## src/hw/rtl/bilinear_image_upscaler_defines.svh

```systemverilog
// Assertion helpers for the bilinear upscaler.
// Each macro assumes a clock named clk and an active-low reset named arst_n.
`ifndef BILINEAR_IMAGE_UPSCALER_DEFINES_SVH
`define BILINEAR_IMAGE_UPSCALER_DEFINES_SVH

// Same-cycle implication.
`define BIU_ASSERT_IMP(label, ante, cons) \
	label: assert property (@(posedge clk) disable iff (!arst_n) (ante) |-> (cons)) \
		else $error("same-cycle implication violated");

// Next-cycle implication.
`define BIU_ASSERT_NXT(label, ante, cons) \
	label: assert property (@(posedge clk) disable iff (!arst_n) (ante) |=> (cons)) \
		else $error("next-cycle implication violated");

`endif

```

## src/hw/rtl/biu_div.sv

```systemverilog
module biu_div #(
	parameter int NW = 36,
	parameter int DW = 26
) (
	input  logic          clk,
	input  logic          arst_n,
	input  logic          start,
	input  logic [NW-1:0] num,
	input  logic [DW-1:0] den,
	output logic          done,
	output logic [NW-1:0] quo,
	output logic [DW-1:0] rem
);
	localparam int CNTW = $clog2(NW + 1);

	logic            busy_q;
	logic            done_q;
	logic [CNTW-1:0] cnt_q;
	logic [DW:0]     rem_q;
	logic [NW-1:0]   quo_q;
	logic [DW-1:0]   den_q;
	logic [DW:0]     trial;
	logic [DW:0]     diff;
	logic            ge;

	// Shift in the next numerator bit and try a subtract.
	always_comb begin
		trial = {rem_q[DW-1:0], quo_q[NW-1]};
		diff  = trial - {1'b0, den_q};
		ge    = trial >= {1'b0, den_q};
	end

	// Restoring divide, one quotient bit per cycle.
	always_ff @(posedge clk or negedge arst_n) begin
		if (!arst_n) begin
			busy_q <= 1'b0;
			done_q <= 1'b0;
			cnt_q  <= '0;
		end else begin
			done_q <= !start && busy_q && (cnt_q == CNTW'(1));
			if (start) begin
				busy_q <= 1'b1;
				cnt_q  <= CNTW'(NW);
			end else if (busy_q) begin
				cnt_q <= cnt_q - 1'b1;
				if (cnt_q == CNTW'(1))
					busy_q <= 1'b0;
			end
		end
	end

	always_ff @(posedge clk) begin
		if (start) begin
			rem_q <= '0;
			quo_q <= num;
			den_q <= den;
		end else if (busy_q) begin
			rem_q <= ge ? diff : trial;
			quo_q <= {quo_q[NW-2:0], ge};
		end
	end

	assign done = done_q;
	assign quo  = quo_q;
	assign rem  = rem_q[DW-1:0];

endmodule

```

## config.mk

```make
export PLATFORM = sky130hd
export DESIGN_NAME = biu_div
export DESIGN_NICKNAME = d
export VERILOG_FILES = /design/src/hw/rtl/bilinear_image_upscaler_defines.svh /design/src/hw/rtl/biu_div.sv
export SDC_FILE = /design/constraint.sdc
export NUM_CORES = 1
export LEC_CHECK = 0
export BUFFER_PORTS_ARGS = -buffer_cell sky130_fd_sc_hd__buf_2
export CAP_MARGIN = 20
export CORE_MARGIN = 2
export CORE_UTILIZATION = 35
export CTS_CLUSTER_SIZE = 8
export DETAILED_ROUTE_END_ITERATION = 8
export RECOVER_POWER = 50
export SYNTH_ARGS = -nofsm -noshare
export SYNTH_HDL_FRONTEND = slang
export SYNTH_SLANG_ARGS = --single-unit
export TNS_END_PERCENT = 30
```

## constraint.sdc

```tcl
create_clock -name clk -period 4.4 [get_ports clk]
set_input_delay 0.22 -clock clk [delete_from_list [all_inputs] [get_ports clk]]
set_output_delay 0.22 -clock clk [all_outputs]
set_load 0.01 [all_outputs]
```

==> flow_metrics.tcl, run 1 <==
set metrics [dict create \
    status "finished with violations" \
    violations "max-capacitance violations, max-slew violations" \
    irDropWorstVdd_mv 0.212 \
    clk-insertion-delay-late_ns 0.35 \
    die_w_um 127 \
    clk_path_buf_depth 2 \
    grt_max_degree 70 \
    core_mm2 0.0150 \
    wl_um 12700 \
    path_clk_slew_ns 0.07 \
    cp.arrival_ns 3.25 \
    dp_hpwl_um 9390 \
    start_util 0.354 \
    gr-usage-all-layers 0.163 \
    hold_ws_ns 0.0392 \
    post-route-period-util 0.705 \
    leakagePower_uw 0.00269 \
    drt_iter0_markers 218 \
    n_antenna_cell 0 \
    rows 45 \
    hold_buffers 1 \
    cts.sinks 96 \
    dpl_cell_area_mm2 0.00614 \
    wl_per_cell_um 16.0 \
    finalSetupTns_ns 0 \
    synth_top_area_cell "edfxtp_1" \
    grt_pass1_wl_um 21100 \
    place_inst 776 \
    cp-end-kind "flip-flop" \
    cts_setup_buffers 0 \
    r2r_setup_slack_ns 1.30 \
    rsz0062_at_grt "no" \
    synth.yosys.warnings 0 \
    final_cell_mix "68 x clkbuf_1, 62 x edfxtp_1, 61 x buf_2, 38 x inv_1, 36 x mux2_2" \
    synth_top_area_frac 0.350 \
    cts-root-buf "clkbuf_16" \
    ys_seq_elements 96 \
    max_cap_violations 1 \
    power.density_mw_per_mm2 348 \
    final_util 0.423 \
    dr.pass1.iters 5 \
    syn_area_mm2 0.00532 \
    path_cells "inv_1 -> ha_1 -> a21oi_1 -> o21ai_1 -> a22oi_1 -> a31oi_4 -> a41oi_4 -> buf_4 -> mux2i_1 -> a211oi_1" \
    die_area_mm2 0.0162 \
    fin_cells 793 \
    r2r_start "den_q[14]$_DFFE_PP_" \
    gp_congestion 0.870 \
    cpMaxStageDelayCell "a41oi_4" \
    num_io_pins 128 \
    final_common_cell "clkbuf_1" \
    clock_skew_ns 0.0102 \
    setup_violations 0 \
    tritoncts "done" \
    num-nets-final 694 \
    syn_area_per_cell_um2 11.2 \
    critPathLaunchType "flip-flop" \
    cts.repair.resized 0 \
    drive_gt1_frac 0.208 \
    fin_crit_ns 3.10 \
    worstSetupPathType "flip-flop to flip-flop" \
    syn_nets 571 \
    ys_types 61 \
    maxSlewHeadroom -0.0941 \
    detail-route-antenna-nets 0 \
    fillers 1480 \
    holdPathStages 1 \
    vias 4149 \
    hp-class "input port to flip-flop" \
    crit_fanout 29 \
    synth-main-ff-cell "edfxtp_1" \
    synth_edf_count 62 \
    max_stage_delay_ns 0.46 \
    antenna_found_initial 0 \
    via_per_inst 5.23 \
    synthTopCellsByArea "edfxtp_1 35%, dfxtp_1 9.8%, mux2_2 7.6%, ha_1 6.6%, dfrtp_1 3.8%" \
    maxSlewViolCount 70 \
    grt-ovfl-total 0 \
    die_y_um 127 \
    finalInstanceArea_mm2 0.00636 \
    path_buf_inv 2 \
    crit_required_ns 4.55 \
    grt_pass1_vias 4228 \
    synthArstFlopShare 0.0833 \
    cts_buffers 9 \
    portBuffers 127 \
    ff2ff_path_depth 10 \
    worstReg2RegEnd "rem_q[6]$_SDFFE_PP0P_" \
    syn_to_final_growth_pct 19.6 \
    synth_seq_area_share 0.486 \
    netlist_instances 477 \
    hold_viol_final 0 \
    critPathTopFamily "compound AO/OA/AOI/OAI gates" \
    worst_pin_slew_ns 1.64 \
    h-tree-depth 3 \
    holdCritStartpoint "den[2]" \
    fmax_mhz 322 \
    drc 0 \
    holdPathEnd "den_q[2]$_DFFE_PP_" \
]
[area by class of cell]
cell class / instances / area (um2) / area share
flip-flops and latches: 96 / 2580 / 0.406
multi-input cells: 321 / 2500 / 0.392
repair buffers: 134 / 606 / 0.0952
clock buffers: 12 / 246 / 0.0387
well taps: 188 / 235 / 0.0370
inverters: 38 / 143 / 0.0224
clock inverters: 4 / 55.1 / 0.00865
[cells in the mapped netlist, types with 2 or more instances]
| cell type | number |
|---|---|
| nand2b_1 | 7 |
| o31ai_1 | 5 |
| nand4b_1 | 2 |
| dfrtp_1 | 8 |
| a21oi_1 | 24 |
| inv_1 | 38 |
| a32oi_1 | 8 |
| xnor2_1 | 15 |
| edfxtp_1 | 62 |
| buf_1 | 2 |
| dfxtp_1 | 26 |
| nor2_1 | 33 |
| o21ai_0 | 15 |
| and4_1 | 2 |
| nand2_1 | 25 |
| a31oi_1 | 3 |
| o21ai_1 | 3 |
| a21o_1 | 8 |
| o21a_1 | 2 |
| mux2_2 | 36 |
| nand3_1 | 4 |
| a2111oi_4 | 2 |
| a311oi_1 | 3 |
| buf_2 | 3 |
| nand4_1 | 5 |
| xor2_1 | 10 |
| and2_1 | 2 |
| clkbuf_1 | 15 |
| ha_1 | 28 |
| or3_1 | 4 |
| a221oi_1 | 2 |
| nor3_1 | 8 |
| a211oi_1 | 15 |
| o211ai_1 | 7 |
| nor4_1 | 3 |
| and3_1 | 3 |
| mux2i_1 | 15 |
[state kept, by name, summed over array words and instances (netlist names)]
register  count
quo          36
rem_q        26
done          1
cnt_q         6
den_q        26
busy_q        1
[cell families after synthesis]
group           Yosys count  synth area share
fa+ha+maj                29            0.0696
flops                    96             0.486
simple gates            105            0.0967
xor+xnor                 25            0.0412
compound gates          111             0.157
buf+inv                  60            0.0452
mux                      51             0.104
[metrics by stage]
step	total power, uW	setup slack (ns)
6_report	2220	1.30
5_1_grt	2330	1.02
4_1_cts	2260	1.32
3_5_place_dp	1450	1.35
3_3_place_gp	1440	1.44
2_1_floorplan	1320	1.71
[routing by layer]
layer / routed length [um] / vias to the layer above / share of wire / GRT usage
met5: 0 / - / 0 / 0
met2: 6020 / 135 / 0.47 / 0.271
met3: 778 / 20 / 0.061 / 0.0482
met1: 5620 / 1969 / 0.44 / 0.201
met4: 296 / 0 / 0.023 / 0.0640
li1: - / 2025 / - / -
[power by group]
| group | leakage [uW] | total [uW] | switching, uW | internal [uW] |
|---|---|---|---|---|
| Combinational | 0.00160 | 337 | 189 | 148 |
| Clock | 0.000143 | 798 | 339 | 459 |
| Sequential | 0.000942 | 1080 | 43.0 | 1040 |
[how the worst max path moves through the flow]
stage / start / end / depth (start not counted)
finish: den_q[14]$_DFFE_PP_ / rem_q[6]$_SDFFE_PP0P_ / 10
global route: den_q[14]$_DFFE_PP_ / rem_q[6]$_SDFFE_PP0P_ / 10
CTS: den_q[14]$_DFFE_PP_ / rem_q[6]$_SDFFE_PP0P_ / 10
detailed placement: den_q[8]$_DFFE_PP_ / rem_q[7]$_SDFFE_PP0P_ / 10
global placement: den_q[8]$_DFFE_PP_ / rem_q[9]$_SDFFE_PP0P_ / 10
floorplan: quo[35]$_DFFE_PP_ / rem_q[20]$_SDFFE_PP0P_ / 11
Power figures use the tool's default switching activity.
==> run 2: changes to the inputs <==
==> constraint.sdc (replaced) <==
create_clock -name clk -period 3.06 [get_ports clk]
set_input_delay 0.153 -clock clk [delete_from_list [all_inputs] [get_ports clk]]
set_output_delay 0.153 -clock clk [all_outputs]
set_load 0.01 [all_outputs]
==> run 2 against run 1 <==
  * The run now ends clean
  * Sequential share of layout area is 1.8 points lower
  * Cell count is 3.8% higher
  * Combinational power is 54% higher
  * Via count is 3.3% higher
  * Critical endpoint is now rem_q[14]$_SDFFE_PP0P_
  * Highest routed layer unchanged
==> flow_metrics.tcl, run 2 (synthesis gave the netlist of run 1 again) <==
set metrics [dict create \
    fmax_mhz 360 \
    cp.arrival_ns 3.04 \
    grt-ovfl-total 0 \
    path_clk_slew_ns 0.07 \
    vias 4287 \
    n_antenna_cell 0 \
    irDropWorstVdd_mv 0.317 \
    rows 45 \
    die_y_um 127 \
    r2r_start "quo[35]$_DFFE_PP_" \
    path_buf_inv 3 \
    status "finished, final reports clean" \
    clock_skew_ns 0.0149 \
    tritoncts "done" \
    grtUsageMet1 0.201 \
    finalSetupTns_ns 0 \
    wl_per_cell_um 15.8 \
    cts.sinks 96 \
    num-nets-final 724 \
    gr-usage-met2 0.269 \
    r2r_setup_slack_ns 0.28 \
    final_common_cell "buf_2" \
    detail-route-antenna-nets 0 \
    crit_fanout 3 \
    crit_cells 12 \
    core_mm2 0.0150 \
    drive_gt1_frac 0.219 \
    critPathTopFamily "compound AO/OA/AOI/OAI gates" \
    clk_path_buf_depth 2 \
    worst_pin_slew_ns 0.868 \
    cts-root-buf "clkbuf_16" \
    grt_pass1_vias 4295 \
    wl_um 13000 \
    antenna_found_initial 0 \
    crit_top_cell "inv_1" \
    maxSlewHeadroom 0.419 \
    post-route-period-util 0.909 \
    cp-end-kind "flip-flop" \
    die_area_mm2 0.0162 \
    ff2ff_path_depth 12 \
    via_per_inst 5.21 \
    largest_register_ffs 36 \
    worstReg2RegEnd "rem_q[14]$_SDFFE_PP0P_" \
    path_cells "inv_1 -> ha_1 -> inv_1 -> fa_1 -> a21o_1 -> a221oi_1 -> buf_4 -> o31a_1 -> o21ai_0 -> xor2_1 -> mux2i_1 -> a211oi_1" \
    fin_cells 823 \
    hold_viol_final 0 \
    dp_hpwl_um 9260 \
    critPathLaunchType "flip-flop" \
    final_util 0.443 \
    die_w_um 127 \
    h-tree-depth 3 \
    grt_max_degree 48 \
    max_cap_violations 0 \
    num_io_pins 128 \
    fin_crit_ns 2.78 \
    cts.repair.resized 0 \
    final_cell_mix "68 x buf_2, 62 x edfxtp_1, 58 x clkbuf_1, 38 x inv_1, 36 x mux2_2" \
    grt_pass1_wl_um 21000 \
    crit_required_ns 3.32 \
    drt_iter0_markers 180 \
    gp_congestion 0.893 \
    place_inst 779 \
    drc 0 \
    power.density_mw_per_mm2 475 \
    hp-class "input port to flip-flop" \
    setup_violations 0 \
    endpoint "rem_q[14]$_SDFFE_PP0P_" \
    clk-insertion-delay-late_ns 0.36 \
    rsz0062_at_grt "no" \
    syn_to_final_growth_pct 25.2 \
    maxSlewViolCount 0 \
    grt_busiest_layer "met2" \
    worstSetupPathType "flip-flop to flip-flop" \
    gr-usage-all-layers 0.162 \
    crit_start "quo[35]$_DFFE_PP_" \
    portBuffers 127 \
    max_stage_delay_ns 0.41 \
    start_util 0.354 \
    dr.pass1.iters 5 \
    grt_util_met3 0.0586 \
    cpMaxStageDelayCell "a221oi_1" \
    leakagePower_uw 0.00285 \
    cts_buffers 9 \
]
==> run 2: how the worst min path moves through the flow <==
stage	from	end	cells past startpoint
floorplan	arst_n	busy_q$_DFF_PN0_	0
global placement	arst_n	cnt_q[4]$_DFFE_PN0P_	1
detailed placement	arst_n	cnt_q[4]$_DFFE_PN0P_	1
CTS	num[7]	quo[7]$_DFFE_PP_	2
global route	num[8]	quo[8]$_DFFE_PP_	2
finish	num[5]	quo[5]$_DFFE_PP_	2
==> run 2: area by class of cell <==
type,instances,area [um2]
clock buffers,10,239
clock inverters,6,42.5
fillers,1433,8370
inverters,38,143
multi-input cells,321,2500
flip-flops and latches,96,2580
well taps,188,235
repair buffers,164,923
==> run 2: routing by layer <==
layer / up-vias / part of all wire
li1: 2085 / -
met1: 2056 / 0.44
met2: 136 / 0.48
met3: 10 / 0.067
met4: 0 / 0.010
met5: - / 0
==> run 2: power breakdown <==
group / internal, uW / total, uW / leakage, uW / switching [uW]
sequential: 1490 / 1560 / 0.000942 / 61.8
clock: 577 / 1090 / 0.000137 / 513
combinational: 238 / 518 / 0.00177 / 279
total: 2310 / 3160 / 0.00285 / 854
==> run 2: worst register-to-register path: cells and delay by family, from the launching register on <==
| family | cells | cell delay, ns |
|---|---|---|
| xor+xnor | 1 | 0.16 |
| mux | 1 | 0.09 |
| fa+ha+maj | 2 | 0.55 |
| flops | 1 | 0.40 |
| buf+inv | 3 | 0.32 |
| compound gates | 5 | 1.16 |
==> run 2: per-stage QoR <==
stage	instance area (um2)	power (uW)	worst slack [ns]	hold slack (ns)
after floorplan	5320	1900	0.366	-0.143
final	6660	3160	0.279	0.0957
after global placement	6170	2080	0.236	0.0102
after detailed placement	6170	2090	0.137	0.0154
after CTS	6730	3220	0.128	0.0772
after global routing	6660	3310	0.0462	0.0796
==> run 2: what timing repair did <==
| item | in CTS | in global routing |
|---|---|---|
| setup endpoints to repair | 0 | 5 |
| hold buffers | 27 | 0 |
| hold endpoints to repair | 34 | 0 |
| buffers inserted | 0 | 1 |
==> run 3: changes to the inputs <==
--- a/config.mk
+++ b/config.mk
@@ -11,6 +11,7 @@
 export CORE_UTILIZATION = 35
 export CTS_CLUSTER_SIZE = 8
 export DETAILED_ROUTE_END_ITERATION = 8
+export PLACE_DENSITY = 0.53
 export RECOVER_POWER = 50
 export SYNTH_ARGS = -nofsm -noshare
 export SYNTH_HDL_FRONTEND = slang
==> run 3 against run 2 <==
  * Flip-flop and latch count stayed put
  * Die area unchanged
  * Worst hold slack barely moved
  * Register-to-register slack hardly changed
  * Design area rose by 0.47%
  * Utilization grew 0.21 points
  * Non-clock buffer count decreased by 1
  * Via count down 2.4%
  * Critical path depth decreased by 2
  * Combinational power is 0.8% higher
  * Power rose by 2.3%
==> flow_metrics.tcl, run 3 (synthesis gave the netlist of run 1 again) <==
set metrics [dict create \
    drive_gt1_frac 0.241 \
    fin_crit_ns 2.77 \
    cts_buffers 9 \
    max_stage_delay_ns 0.47 \
    holdCritStartpoint "num[8]" \
    final_common_cell "buf_2" \
    num-nets-final 723 \
    cp-end-kind "flip-flop" \
    tritoncts "done" \
    rsz0062_at_grt "no" \
    crit_cells 10 \
    critPathTopFamily "compound AO/OA/AOI/OAI gates" \
    ff2ff_path_depth 10 \
    ff_latch_area_mm2 0.00258 \
    crit_required_ns 3.27 \
    cpMaxStageDelayCell "a41oi_4" \
    multi_input_area_mm2 0.00250 \
    fmax_mhz 361 \
    syn_to_final_growth_pct 25.8 \
    cts-root-buf "clkbuf_16" \
    wl_um 12900 \
    finalSetupTns_ns 0 \
    gr-usage-all-layers 0.163 \
    num_io_pins 128 \
    vias 4185 \
    wl_per_cell_um 15.7 \
    start_util 0.354 \
    clk_path_buf_depth 2 \
    clk-insertion-delay-late_ns 0.35 \
    hold_viol_final 0 \
    die_area_mm2 0.0162 \
    worstReg2RegEnd "rem_q[8]$_SDFFE_PP0P_" \
    die_w_um 127 \
    n_antenna_cell 0 \
    r2r_setup_slack_ns 0.29 \
    cp.arrival_ns 2.98 \
    rows 45 \
    path_cells "inv_1 -> ha_1 -> a21oi_1 -> o21ai_0 -> a22oi_1 -> a31oi_4 -> a41oi_4 -> buf_12 -> mux2i_1 -> a211oi_1" \
    cts.sinks 96 \
    place_inst 778 \
    largest_register_ffs 36 \
    maxSlewViolCount 0 \
    dp_hpwl_um 9390 \
    setup_violations 0 \
    antenna_found_initial 0 \
    holdPathStages 2 \
    path_clk_slew_ns 0.07 \
    power.density_mw_per_mm2 483 \
    r2r_start "den_q[10]$_DFFE_PP_" \
    die_y_um 127 \
    maxSlewHeadroom 0.381 \
    final_cell_mix "82 x buf_2, 62 x edfxtp_1, 44 x clkbuf_1, 38 x inv_1, 36 x mux2_2" \
    crit_start "den_q[10]$_DFFE_PP_" \
    drt_iter0_markers 277 \
    h-tree-depth 3 \
    grt-ovfl-total 0 \
    irDropWorstVdd_mv 0.255 \
    dr.pass1.iters 4 \
    core_mm2 0.0150 \
    hp-class "input port to flip-flop" \
    clock_skew_ns 0.00953 \
    via_per_inst 5.09 \
    max_cap_violations 0 \
    portBuffers 127 \
    gp_congestion 0.854 \
    leakagePower_uw 0.00290 \
    grt_pass1_vias 4271 \
    fin_cells 822 \
    drc 0 \
    worstSetupPathType "flip-flop to flip-flop" \
    fillers 1438 \
    critPathLaunchType "flip-flop" \
    crit_fanout 25 \
    worst_pin_slew_ns 0.925 \
    detail-route-antenna-nets 0 \
    grt_max_degree 46 \
    holdPathEnd "quo[8]$_DFFE_PP_" \
    post-route-period-util 0.906 \
    status "finished, final reports clean" \
    path_buf_inv 2 \
    grt_pass1_wl_um 20800 \
    cts.repair.resized 0 \
]
-- run 3: final cells by class --
class | instances | area share
flip-flops and latches | 96 | 0.386
multi-input cells | 321 | 0.373
repair buffers | 163 | 0.139
well taps | 188 | 0.0351
clock buffers | 9 | 0.0337
inverters | 38 | 0.0213
clock inverters | 7 | 0.0116
-- run 3: worst max-delay path by stage --
| stage | end | slack [ns] |
|---|---|---|
| 2_1_floorplan | rem_q[20]$_SDFFE_PP0P_ | 0.37 |
| 3_3_place_gp | rem_q[20]$_SDFFE_PP0P_ | 0.23 |
| 3_5_place_dp | rem_q[20]$_SDFFE_PP0P_ | 0.15 |
| 4_1_cts | rem_q[24]$_SDFFE_PP0P_ | 0.12 |
| 5_1_grt | rem_q[9]$_SDFFE_PP0P_ | 0.05 |
| 6_report | rem_q[8]$_SDFFE_PP0P_ | 0.29 |
-- run 3: report_power, final --
part | total (uW) | switching, uW | internal, uW | leakage (uW)
logic | 522 | 279 | 243 | 0.00181
clock network | 1160 | 520 | 641 | 0.000146
registers | 1550 | 59.0 | 1490 | 0.000942
-- run 3: per-stage QoR --
stage | setup WS, ns | utilization | hold slack [ns] | cell area, um2 | power, uW
detailed placement | 0.145 | 0.410 | 0.00586 | 6170 | 2090
global placement | 0.234 | 0.410 | 0.00703 | 6170 | 2080
finish | 0.288 | 0.445 | 0.0953 | 6690 | 3240
global route | 0.0500 | 0.445 | 0.0887 | 6690 | 3390
floorplan | 0.366 | - | -0.143 | 5320 | 1900
CTS | 0.119 | 0.448 | 0.0839 | 6740 | 3280
-- run 3: routing by layer --
layer / track usage / wire [um] / vias to the layer above
li1: - / - / 2079
met1: 0.204 / 5780 / 1962
met2: 0.267 / 6080 / 124
met3: 0.0373 / 738 / 20
met4: 0.0769 / 332 / 0
met5: 0 / 0 / -
-- run 3: repair_timing --
item	CTS	global route
setup endpoints to repair	0	5
endpoints found under the hold margin	34	0
buffers inserted	0	1
hold buffers	27	0
